==> config.mk <==
export PLATFORM = sky130hd
export DESIGN_NAME = jfad_ctrl
export DESIGN_NICKNAME = d
export VERILOG_FILES = /design/src/jfad_pkg.sv /design/src/jfad_ctrl.sv
export SDC_FILE = /design/constraint.sdc
export NUM_CORES = 1
export LEC_CHECK = 0
export CAP_MARGIN = 40
export CELL_PAD_IN_SITES_DETAIL_PLACEMENT = 0
export CELL_PAD_IN_SITES_GLOBAL_PLACEMENT = 1
export CORE_UTILIZATION = 49
export DETAILED_ROUTE_END_ITERATION = 10
export DONT_BUFFER_PORTS = 1
export GPL_TIMING_DRIVEN = 0
export PLACE_DENSITY_LB_ADDON = 0.1
export RECOVER_POWER = 25
export SLEW_MARGIN = 20
export SYNTH_ARGS = -nofsm -noshare
export SYNTH_HDL_FRONTEND = slang
export SYNTH_SLANG_ARGS = --single-unit
==> constraint.sdc <==
create_clock -name i_clk -period 5.35 [get_ports i_clk]
set_input_delay 1.07 -clock i_clk [delete_from_list [all_inputs] [get_ports i_clk]]
set_output_delay 1.07 -clock i_clk [all_outputs]
set_load 0.005 [all_outputs]
==> src/jfad_pkg.sv <==
package jfad_pkg;

    // Angle accumulator format: signed Q12.16 degrees
    localparam int ZW = 28;
    localparam logic signed [ZW-1:0] DEG90  = ZW'(90 * 65536);
    localparam logic signed [ZW-1:0] DEG180 = ZW'(180 * 65536);

    // Product and rotator widths
    localparam int MW = 33;
    localparam int XW = 36;

    // Number of rotation steps, multiply schedule length and square-root steps
    localparam int CORD_STEPS = 23;
    localparam int MUL_STEPS  = 13;
    localparam int SQRT_STEPS = 32;

    // Register indexes
    localparam logic [2:0] REG_FIRST  = 3'd0;
    localparam logic [2:0] REG_JOINT  = 3'd1;
    localparam logic [2:0] REG_END    = 3'd2;
    localparam logic [2:0] REG_THRESH = 3'd3;
    localparam logic [2:0] REG_MODE   = 3'd4;
    localparam logic [2:0] REG_DIR    = 3'd5;

    // Compare modes
    localparam logic [1:0] MODE_BELOW = 2'd0;
    localparam logic [1:0] MODE_ABOVE = 2'd1;
    localparam logic [1:0] MODE_EQUAL = 2'd2;

    // Direction checks
    localparam logic [1:0] DIR_NONE  = 2'd0;
    localparam logic [1:0] DIR_BELOW = 2'd1;
    localparam logic [1:0] DIR_ABOVE = 2'd2;

    // Result codes
    localparam logic [1:0] FLEX_NO        = 2'd0;
    localparam logic [1:0] FLEX_YES       = 2'd1;
    localparam logic [1:0] FLEX_UNDECIDED = 2'd2;

    // Commands from controller to datapath
    typedef struct packed {
        logic load;
        logic red;
        logic mul;
        logic sq_init;
        logic sq_step;
        logic cset;
        logic cnorm;
        logic crd;
        logic fin;
    } t_cmd;

    // Status from datapath to controller
    typedef struct packed {
        logic degen;
        logic red_done;
        logic norm_done;
    } t_stat;

    // atan(2^-i) in degrees, Q12.16, rounded
    function automatic logic signed [ZW-1:0] atan_q16(input logic [4:0] idx);
        logic signed [ZW-1:0] v;
        case (idx)
            5'd0:  v = ZW'(2949120);
            5'd1:  v = ZW'(1740967);
            5'd2:  v = ZW'(919879);
            5'd3:  v = ZW'(466945);
            5'd4:  v = ZW'(234379);
            5'd5:  v = ZW'(117304);
            5'd6:  v = ZW'(58666);
            5'd7:  v = ZW'(29335);
            5'd8:  v = ZW'(14668);
            5'd9:  v = ZW'(7334);
            5'd10: v = ZW'(3667);
            5'd11: v = ZW'(1833);
            5'd12: v = ZW'(917);
            5'd13: v = ZW'(458);
            5'd14: v = ZW'(229);
            5'd15: v = ZW'(115);
            5'd16: v = ZW'(57);
            5'd17: v = ZW'(29);
            5'd18: v = ZW'(14);
            5'd19: v = ZW'(7);
            5'd20: v = ZW'(4);
            5'd21: v = ZW'(2);
            5'd22: v = ZW'(1);
            default: v = '0;
        endcase
        return v;
    endfunction

endpackage

==> src/jfad_ctrl.sv <==
module jfad_ctrl import jfad_pkg::*; (
    input  logic       i_clk,
    input  logic       i_rst_n,
    input  logic       i_accept,
    input  logic       i_trig,
    input  logic       i_stall,
    input  t_stat      i_stat,
    output t_cmd       o_cmd,
    output logic [4:0] o_step,
    output logic       o_stall,
    output logic       o_valid
);

    typedef enum logic [9:0] {
        S_IDLE  = 10'b0000000001,
        S_LOAD  = 10'b0000000010,
        S_RED   = 10'b0000000100,
        S_MUL   = 10'b0000001000,
        S_SQI   = 10'b0000010000,
        S_SQRT  = 10'b0000100000,
        S_CSET  = 10'b0001000000,
        S_CNORM = 10'b0010000000,
        S_CORD  = 10'b0100000000,
        S_FIN   = 10'b1000000000
    } t_state;

    t_state     r_state, n_state;
    logic [4:0] r_cnt, n_cnt;
    logic       r_oval, n_oval;

    // Next state, step counter and commands
    always_comb begin
        n_state = r_state;
        n_cnt   = r_cnt;
        o_cmd   = '0;
        n_oval  = r_oval && i_stall;
        case (r_state)
            S_IDLE: begin
                if (i_accept && i_trig) begin
                    n_state = S_LOAD;
                end
            end
            S_LOAD: begin
                o_cmd.load = 1'b1;
                n_state    = S_RED;
            end
            S_RED: begin
                if (i_stat.degen) begin
                    n_state = S_FIN;
                end else if (i_stat.red_done) begin
                    n_state = S_MUL;
                    n_cnt   = '0;
                end else begin
                    o_cmd.red = 1'b1;
                end
            end
            S_MUL: begin
                o_cmd.mul = 1'b1;
                if (r_cnt == 5'(MUL_STEPS - 1)) begin
                    n_state = S_SQI;
                end else begin
                    n_cnt = r_cnt + 5'd1;
                end
            end
            S_SQI: begin
                o_cmd.sq_init = 1'b1;
                n_cnt         = '0;
                n_state       = S_SQRT;
            end
            S_SQRT: begin
                o_cmd.sq_step = 1'b1;
                if (r_cnt == 5'(SQRT_STEPS - 1)) begin
                    n_state = S_CSET;
                end else begin
                    n_cnt = r_cnt + 5'd1;
                end
            end
            S_CSET: begin
                o_cmd.cset = 1'b1;
                n_state    = S_CNORM;
            end
            S_CNORM: begin
                if (i_stat.norm_done) begin
                    n_state = S_CORD;
                    n_cnt   = '0;
                end else begin
                    o_cmd.cnorm = 1'b1;
                end
            end
            S_CORD: begin
                o_cmd.crd = 1'b1;
                if (r_cnt == 5'(CORD_STEPS - 1)) begin
                    n_state = S_FIN;
                end else begin
                    n_cnt = r_cnt + 5'd1;
                end
            end
            S_FIN: begin
                if (!r_oval || !i_stall) begin
                    o_cmd.fin = 1'b1;
                    n_oval    = 1'b1;
                    n_state   = S_IDLE;
                end
            end
            default: begin
                n_state = S_IDLE;
            end
        endcase
    end

    always_ff @(posedge i_clk) begin
        if (!i_rst_n) begin
            r_state <= S_IDLE;
            r_cnt   <= '0;
            r_oval  <= 1'b0;
        end else begin
            r_state <= n_state;
            r_cnt   <= n_cnt;
            r_oval  <= n_oval;
        end
    end

    assign o_step  = r_cnt;
    assign o_stall = (r_state != S_IDLE);
    assign o_valid = r_oval;

endmodule

# Yosys cells after proc, flatten, opt, wreduce, memory -nomap -nowiden
# Cells that the tools add are included.
# totals
reg_bits	16
input_bits	8
out_inout_bits	16
word_cells	69
# classes
addsub	1
n_eq_ne	26
mux	31
reduce_logical	8
# ops
operator	count
10-bit case mux with 10 select lines	1
10-bit two-way mux	8
5-bit two-way mux	6
5-bit case mux with 6 select lines	1
2-bit != test, second input constant	11
1-bit two-way mux	15
7-bit AND reduction	2
10-bit by 1-bit equality test with 1-bit output, second input constant	1
10-bit equality test, second input constant	1
10-bit by 2-bit equality test with 1-bit output, second input constant	1
10-bit by 3-bit equality test with 1-bit output, second input constant	1
10-bit by 4-bit equality test with 1-bit output, second input constant	1
10-bit by 5-bit equality test with 1-bit output, second input constant	1
10-bit by 6-bit equality test with 1-bit output, second input constant	1
10-bit by 7-bit equality test with 1-bit output, second input constant	1
10-bit by 8-bit equality test with 1-bit output, second input constant	1
10-bit by 9-bit equality test with 1-bit output, second input constant	1
5-bit equality test, second input constant	2
10-bit by 1-bit != test with 1-bit output, second input constant	1
6-bit nonzero test	1
5-bit by 1-bit adder with 5-bit output, second input constant	1
5-bit by 4-bit equality test with 1-bit output, second input constant	1
3-bit != test, second input constant	1
1-bit logical AND	2
other kinds (2)	3

# Depth between registers and ports, before layout
# Gate-level depths: netlist of the first run.
# logic_depth
ltp_word	4
mapped_depth	8
mapped_depth_nobuf	8

# Worst setup path before layout of the first run
# OpenSTA, ideal clock, no wires.
# synth_timing
path_kind	input to output
startpoint	in i_stat[0] (netlist bit)
endpoint	out o_cmd[2] (netlist bit)
t_arrival_ps	1562
t_required_ps	4280
path_slack_ps	2718
stages	2
n_path_buf	0
path_cell_list	nor4b_1 and3_2
# synth_lines
element	line	source
from (decl)	jfad_ctrl.sv:7	input t_stat i_stat,
to (decl)	jfad_ctrl.sv:8	output t_cmd o_cmd,

==> flow_metrics.tcl, run 1 <==
set metrics [dict create \
    htreeDepth 1 \
    whs_endpoint "o_valid" \
    worstPathArrival_ns 2.09 \
    cp-start-kind "register" \
    dr_wl_met2_mm 1.46 \
    worstHoldStart "o_valid" \
    slew_headroom_pct 54.7 \
    die_w_um 51.6 \
    grt.overflow.total 0 \
    crit_type "register to primary output" \
    routed_wire_length_per_instance_um 17.5 \
    dp_hpwl_mm 2.29 \
    antenna_cells 0 \
    postCtsResizedCells 0 \
    grt_pass1_vias 1034 \
    ff2ff_path_depth 8 \
    ys_seq_area_share_pct 26.6 \
    cp_slowest_stage_delay_ns 0.47 \
    nNetsFinal 160 \
    period_needed_ns 3.16 \
    wirelength_met1_mm 1.40 \
    fin_area_um2 1260 \
    start_util_pct 53.4 \
    rows 17 \
    power.density_nw_per_um2 229 \
    slew_viol_final 0 \
    holdPathStages 2 \
    synth_fp_nets 155 \
    die-height_um 51.6 \
    rr_startpoint "o_step[1]" \
    wl_met3_um 140 \
    cts_num_sinks 16 \
    cts_hold_buf 0 \
    skew_ns 0.0142 \
    crit_required_ns 4.28 \
    tritoncts "done" \
    worstSkewPairLatency_ns 0.30 \
    layout_commonest_cell "dfxtp_1" \
    cap_violations 0 \
    outcome "complete, no violations" \
    grt_use_total_pct 25.6 \
    total_power_mw 0.289 \
    final.setup.tns_ns 0 \
    ctsLongestPathBuffers 2 \
    r2r-end "o_step[2]" \
    die-area_um2 2660 \
    fin_crit_sh_pct 59.0 \
    route.detailed.vias_per_inst 6.47 \
    synth-main-ff-cell "dfxtp_1" \
    synthDistinctLibCells 50 \
    synth_area_um2 1200 \
    root_buffer "clkbuf_4" \
    crit_path_max_fanout 10 \
    gp_congestion 0.865 \
    syn_inst 143 \
    vdd_drop_max_v 0.000152 \
    boundaryPins 24 \
    syn_to_final_growth_pct 4.67 \
    layout-drive-gt1-share_pct 13.0 \
    fmax_ghz 0.317 \
    numCtsBuffers 3 \
    endpoint_kind "primary output" \
    grt_pass1_wl_mm 5.00 \
    drt_iter0_markers 42 \
    setup_viol 0 \
    fin_util_pct 55.9 \
    final_cell_mix "dfxtp_1, nand2_1, nor2_1" \
    top_layer_used "met4" \
    p_leak_nw 0.462 \
    grt_max_degree 11 \
    cts_setup_buffers 0 \
    cp_slowest_cell "or3b_2" \
    dr.pass1.iters 5 \
    drt_wl_total_mm 3.05 \
    drc 0 \
    clkTransAtPathRegs_ns 0.11 \
    hold_viol_final 0 \
    vias 1126 \
    hold_path_class "register to register" \
    r2r_slack_ns 3.14 \
    final_antenna_net_count 0 \
    avgSynthCellArea_um2 8.43 \
    path_cells "clkbuf_1, nor3_1, nand3_1, or3b_2, a21oi_1" \
    worst_pin_slew_ns 0.675 \
    postPlaceCellArea_um2 1240 \
    core_um2 2250 \
    async_flop_share_pct 0 \
    ys_seq_elements 16 \
    synth_edf_count 0 \
    rsz0062_at_grt "false" \
    io_buffers 0 \
    antenna_found_initial 0 \
    synth_warnings 0 \
]
worst max-delay path by stage:
stage	end	from	cells past startpoint	slack [ns]
after floorplan	o_cmd[2]	i_stat[0]	2	2.72
after detailed placement	o_cmd[5]	r_state[3]	3	2.58
after global routing	o_cmd[0]	r_state[5]	5	2.06
final	o_cmd[0]	r_state[5]	5	2.19
after global placement	o_cmd[5]	r_state[3]	3	2.58
after CTS	o_cmd[5]	r_state[3]	3	2.22
stage by stage:
stage,setup WS [ns],instances,hold WS [ns]
finish,2.19,174,0.520
global route,2.06,174,0.572
global placement,2.58,171,0.496
detailed placement,2.58,171,0.507
CTS,2.22,174,0.523
floorplan,2.72,143,0.480
sequential cells by signal, summed over array words and instances, names as in the netlist:
register	flops
o_step	5
o_valid	1
r_state	10
routing by layer:
metal / track usage (%) / up-vias
met4: 12.6 / 0
met3: 4.39 / 5
met2: 40.3 / 37
met1: 33.6 / 535
met5: 0 / -
li1: - / 549
Yosys cell counts (all sizes together) (3+ instances only):
library cell,number,area [um2]
dfxtp,16,320
nand2,13,53.8
and3,8,51.3
nand3,8,45.0
nor2,8,30.0
a21oi,7,35.0
nor3,7,46.3
o21ai,7,35.0
buf,6,38.8
nor4,6,73.8
inv,5,18.8
nor4b,5,43.8
ha,4,50.1
nand4,4,25.0
mux2i,3,30.0
nor3b,3,22.5
xor2,3,26.3
logic make-up after synthesis:
group | share of synthesized area, %
compound gates | 15.8
xor+xnor | 2.18
flops | 26.6
simple gates | 43.4
fa+ha+maj | 4.15
mux | 2.49
buf+inv | 5.40
where the power goes:
group	leakage [nW]	total, mW	internal, mW	switching (mW)
combinational	0.318	0.0848	0.0314	0.0534
clock	0.0138	0.0674	0.0262	0.0412
sequential	0.129	0.137	0.125	0.0120
worst max-delay path, delay by kind of cell (launching register included):
kind / cells / cell delay, ns
AO/OA/AOI/OAI: 1 / 0.17
buffers and inverters: 1 / 0.24
flip-flops: 1 / 0.35
AND/OR/NAND/NOR: 3 / 1.04
final cells by class:
cell class | instances | area [um2]
Multi-Input combinational cell | 114 | 820
Inverter | 6 | 22.5
Sequential cell | 16 | 320
Clock buffer | 3 | 22.5
Buffer | 7 | 41.3
Tap cell | 28 | 35.0
Fill cell | 227 | 993
(Power assumes the default switching activity.)
==> inputs of run 2 (changes only) <==
- ABC_AREA: unset -> 1
- CORE_UTILIZATION: 49 -> 39
- clock period: 5.35 -> 2.9 ns (I/O delays scaled with it)
==> run 2 against run 1 <==
Net effect: total power rose to 3.3 times the previous value; worst hold slack worse by 0.12 ns; die area increased by 29%; cell count increased by 41%; clock power grew 130%; final area grew 5.3%; synthesized area increased by 3.8%; critical path depth is the same; clock-buffer cell count increased by 1; clock skew is 0.012 ns lower; setup slack got worse by 1.5 ns; sequential power is 120% higher; largest cell class unchanged.
==> flow_metrics.tcl, run 2 <==
set metrics [dict create \
    p_comb_share_pct 51.1 \
    ctsLongestPathBuffers 2 \
    final_antenna_net_count 0 \
    crit_path_max_fanout 5 \
    endpoint_kind "primary output" \
    instances_no_fill 246 \
    wirelength_met1_mm 1.36 \
    swShare_pct 48.5 \
    fin_area_um2 1330 \
    p_leak_nw 0.729 \
    largest_reg_flops 10 \
    numCtsBuffers 3 \
    route.detailed.vias_per_inst 4.83 \
    crit_type "register to primary output" \
    die_w_um 58.6 \
    grt_pass1_wl_mm 4.98 \
    drt_wl_total_mm 3.06 \
    syn_inst 198 \
    holdPathStages 2 \
    antenna_cells 0 \
    die-area_um2 3440 \
    grt_pass1_vias 1166 \
    async_flop_share_pct 0 \
    root_buffer "clkbuf_4" \
    period_needed_ns 2.23 \
    crit_required_ns 2.32 \
    vdd_drop_max_v 0.000288 \
    vias 1187 \
    dr.pass1.iters 4 \
    htreeDepth 1 \
    worst_pin_slew_ns 0.421 \
    postPlaceCellArea_um2 1310 \
    synthTopCellsByArea "dfxtp_1, nand2_1, inv_1" \
    fin_crit_sh_pct 76.8 \
    hold_viol_final 0 \
    rr_startpoint "r_state[1]" \
    wl_met3_um 125 \
    start_util_pct 41.0 \
    dp_hpwl_mm 2.48 \
    final_cell_mix "nand2_1, inv_1, nor2_1" \
    r2r_slack_ns 1.06 \
    grt.overflow.total 0 \
    avgSynthCellArea_um2 6.32 \
    cap_violations 0 \
    synth_edf_count 0 \
    synth-main-ff-cell "dfxtp_1" \
    slew_headroom_pct 71.8 \
    antenna_found_initial 0 \
    ys_seq_elements 16 \
    clkTransAtPathRegs_ns 0.11 \
    dr_wl_met2_mm 1.52 \
    routed_wire_length_per_instance_um 12.4 \
    skew_ns 0.00186 \
    fmax_ghz 0.449 \
    cts_setup_buffers 0 \
    grt_use_total_pct 19.3 \
    total_power_mw 0.949 \
    power.share.clock_pct 16.4 \
    power.density_nw_per_um2 715 \
    registers.top_by_ff_count "r_state" \
    cts_num_sinks 16 \
    rows 20 \
    postCtsResizedCells 0 \
    synth_warnings 0 \
    grt_max_degree 11 \
    drc 0 \
    netlist_top_cells_count "nand2_1, inv_1, nor2_1, nand3_1, dfxtp_1" \
    worstHoldStart "i_rst_n" \
    drt_iter0_markers 33 \
    ff2ff_path_depth 10 \
    setup_viol 0 \
    internal_power_mw 0.488 \
    boundaryPins 24 \
    outcome "complete, no violations" \
    layout_commonest_cell "nand2_1" \
    ys_seq_area_share_pct 25.6 \
    final.setup.tns_ns 0 \
    io_buffers 0 \
    synth_fp_nets 210 \
    top_layer_used "met4" \
    worstPathArrival_ns 1.65 \
    nNetsFinal 215 \
    yosysTopAreaCellShare_pct 25.6 \
    synthDistinctLibCells 23 \
    slew_viol_final 0 \
    seqPwrFrac_pct 32.4 \
    worstSkewPairLatency_ns 0.29 \
    synth_area_um2 1250 \
    gp_congestion 0.827 \
    die-height_um 58.6 \
    layout-drive-gt1-share_pct 15.3 \
    syn_to_final_growth_pct 6.10 \
    whs_endpoint "r_state[2]" \
    cts_hold_buf 0 \
    core_um2 3050 \
    r2r-end "r_state[1]" \
    hold_path_class "input pin to register" \
    yosysMostFrequentCell "nand2_1" \
    cp-start-kind "register" \
    place_inst 242 \
    tritoncts "done" \
    p_sw_mw 0.460 \
    yosys.area.top_type "dfxtp_1" \
    rsz0062_at_grt "false" \
]
[run 2: cell count changes in the layout (fill, tap and decap cells not counted), sizes merged, moves of 4 or more]
cell	delta
nand4	+5
nor3	-4
nand3	+16
inv	+36
and3	-8
nor4	-6
nor2	+31
o21ai	-7
buf	-4
nor4b	-5
nand2	+38
[run 2: routing by layer]
| metal | global-route usage, % | vias to the layer above |
|---|---|---|
| met4 | 10.9 | 0 |
| met1 | 22.8 | 537 |
| met5 | 0 | - |
| met2 | 33.3 | 25 |
| met3 | 2.86 | 6 |
| li1 | - | 619 |
[run 2: per-stage QoR]
step	hold WS, ns	setup slack, ns	util (%)
6_report	0.395	0.672	43.5
5_1_grt	0.387	0.546	43.5
4_1_cts	0.387	0.924	44.0
3_5_place_dp	0.508	1.17	42.8
3_3_place_gp	0.504	1.17	42.8
2_1_floorplan	0.481	1.39	-
[run 2: power groups by stage]
stage | clock, mW | sequential [mW] | combinational (mW)
floorplan | 0 | 0.306 | 0.396
global placement | 0 | 0.316 | 0.484
detailed placement | 0 | 0.318 | 0.492
CTS | 0.161 | 0.313 | 0.494
global route | 0.169 | 0.313 | 0.559
finish | 0.156 | 0.308 | 0.485
[run 2: area by class of cell]
class	count	area, um2
plain buffers	1	7.51
fillers	349	1730
inverters	41	154
clock buffers	4	36.3
flip-flops and latches	16	320
well taps	44	55.1
multi-input cells	140	754
[run 2: critical path: stages, from the launching register on]
cell,delay [ns]
dfxtp_1,0.34
nor2_1,0.35
nand2_4,0.13
nor2_1,0.24
nand3b_2,0.19
inv_1,0.10
[run 2: cell families after synthesis]
| logic type | after synthesis | share of synthesized area (%) |
|---|---|---|
| and+or+nand+nor | 130 | 54.8 |
| buffers and inverters | 42 | 12.9 |
| DFF | 16 | 25.6 |
| AOI/OAI and AO/OA | 5 | 2.00 |
| adders and majority gates | 4 | 4.00 |
| xor gates and xnor gates | 1 | 0.700 |
[run 2: how the worst max path moves through the flow]
stage / slack (ns) / start / end / cells after the start
3_3_place_gp: 1.17 / o_step[1] / r_state[8] / 11
3_5_place_dp: 1.17 / o_step[1] / r_state[8] / 11
2_1_floorplan: 1.39 / r_state[1] / o_cmd[7] / 5
5_1_grt: 0.55 / r_state[1] / o_cmd[2] / 5
4_1_cts: 0.92 / r_state[1] / o_cmd[2] / 5
6_report: 0.67 / r_state[1] / o_cmd[2] / 5
==> inputs of run 3 (changes only) <==
- CORE_UTILIZATION: 39 -> 43
- clock period: 2.9 -> 2.1 ns (I/O delays scaled with it)
==> run 3 against run 2 <==
Net effect: combinational power increased by 40%; cell count decreased by 5.3%; sequential share of layout area increased by 0.068 points; setup slack got worse by 0.47 ns; non-clock buffer count unchanged; via count about the same; clock skew increased by 0.0039 ns; sequential cell count unchanged; highest routed layer unchanged.
==> flow_metrics.tcl, run 3 (same netlist as run 2, synthesis figures left out) <==
set metrics [dict create \
    outcome "complete, no violations" \
    io_buffers 0 \
    crit_start "r_state[8]" \
    rsz0062_at_grt "false" \
    die-area_um2 3130 \
    die-height_um 55.9 \
    layout_commonest_cell "nand2_1" \
    drt_wl_total_mm 2.93 \
    route.detailed.vias_per_inst 5.09 \
    dr.pass1.iters 4 \
    r2r-end "r_state[8]" \
    worst_pin_slew_ns 0.361 \
    start_util_pct 45.4 \
    grt.overflow.total 0 \
    antenna_cells 0 \
    grt_use_total_pct 21.0 \
    largest_reg_flops 10 \
    fin_util_pct 48.0 \
    tritoncts "done" \
    period_needed_ns 1.90 \
    grt_max_degree 11 \
    dp_hpwl_mm 2.42 \
    grt_pass1_vias 1182 \
    power.density_nw_per_um2 999 \
    slew_headroom_pct 75.8 \
    drc 0 \
    ctsLongestPathBuffers 2 \
    worstSkewPairLatency_ns 0.29 \
    clkTransAtPathRegs_ns 0.10 \
    r2r_slack_ns 0.36 \
    layout-drive-gt1-share_pct 16.3 \
    nNetsFinal 215 \
    postCtsResizedCells 0 \
    slew_viol_final 0 \
    die_w_um 55.9 \
    cp-start-kind "register" \
    hold_path_class "input pin to register" \
    p_leak_nw 0.729 \
    hold_viol_final 0 \
    whs_endpoint "r_state[2]" \
    rows 19 \
    vias 1186 \
    grt_pass1_wl_mm 5.13 \
    numCtsBuffers 3 \
    crit_type "register to primary output" \
    antenna_found_initial 0 \
    core_um2 2760 \
    crit_path_max_fanout 5 \
    drt_iter0_markers 48 \
    worstHoldStart "i_rst_n" \
    vdd_drop_max_v 0.000571 \
    htreeDepth 1 \
    root_buffer "clkbuf_4" \
    crit_required_ns 1.68 \
    rr_startpoint "o_step[1]" \
    routed_wire_length_per_instance_um 12.6 \
    final.setup.tns_ns 0 \
    skew_ns 0.00573 \
    worstPathArrival_ns 1.48 \
    holdPathStages 2 \
    setup_viol 0 \
    final_cell_mix "nand2_1, inv_1, nor2_1" \
    final_antenna_net_count 0 \
    cts_num_sinks 16 \
    endpoint_kind "primary output" \
    syn_to_final_growth_pct 5.80 \
    cts_setup_buffers 0 \
    ff2ff_path_depth 11 \
    registers.top_by_ff_count "r_state" \
    cts_hold_buf 0 \
    cap_violations 0 \
    boundaryPins 24 \
    gp_congestion 0.809 \
    fin_crit_sh_pct 90.6 \
    fmax_ghz 0.526 \
]
==> run 3: cell counts in the layout (fill, tap and decap cells not counted) <==
Identical to the previous run, type by type.
==> run 3: area by class of cell <==
type,count,area (um2)
plain buffers,1,7.51
clock buffers,4,36.3
fillers,300,1430
inverters,41,154
multi-input cells,140,767
flip-flops and latches,16,320
well taps,31,38.8
==> run 3: worst max path at each step <==
stage | to
after floorplan | r_state[8]
after global placement | r_state[8]
after detailed placement | r_state[8]
after CTS | o_cmd[2]
after global routing | o_cmd[3]
final | o_cmd[3]
==> run 3: per-stage QoR <==
stage               hold WS [ns]  instances  power (mW)  setup WS [ns]  instance area (um2)
floorplan                  0.481        198       0.969          0.593                 1250
global placement           0.504        229        1.10          0.386                 1290
detailed placement         0.508        229        1.12          0.382                 1290
CTS                        0.240        233        1.33          0.306                 1330
global route               0.244        233        1.45         0.0874                 1320
finish                     0.236        233        1.32          0.198                 1320
==> run 3: worst max-delay path, stage by stage, from the launching register on <==
cell	delay, ns
dfxtp_1	0.34
inv_2	0.09
nand2_2	0.14
nor2_1	0.34
nand3_1	0.18
inv_1	0.11
==> run 3: routing by layer <==
| layer | vias up | part of all wire (%) | track usage [%] | wire length, um |
|---|---|---|---|---|
| li1 | 622 | - | - | - |
| met1 | 532 | 44 | 26.5 | 1290 |
| met2 | 24 | 50 | 34.9 | 1460 |
| met3 | 8 | 3.7 | 3.26 | 107 |
| met4 | 0 | 2.3 | 10.5 | 66 |
| met5 | - | 0 | 0 | 0 |
==> run 3: report_power, final <==
group | switching (mW) | total (mW) | internal [mW]
registers | 0.0668 | 0.430 | 0.363
logic | 0.473 | 0.680 | 0.207
clock network | 0.107 | 0.213 | 0.106
total | 0.647 | 1.32 | 0.676
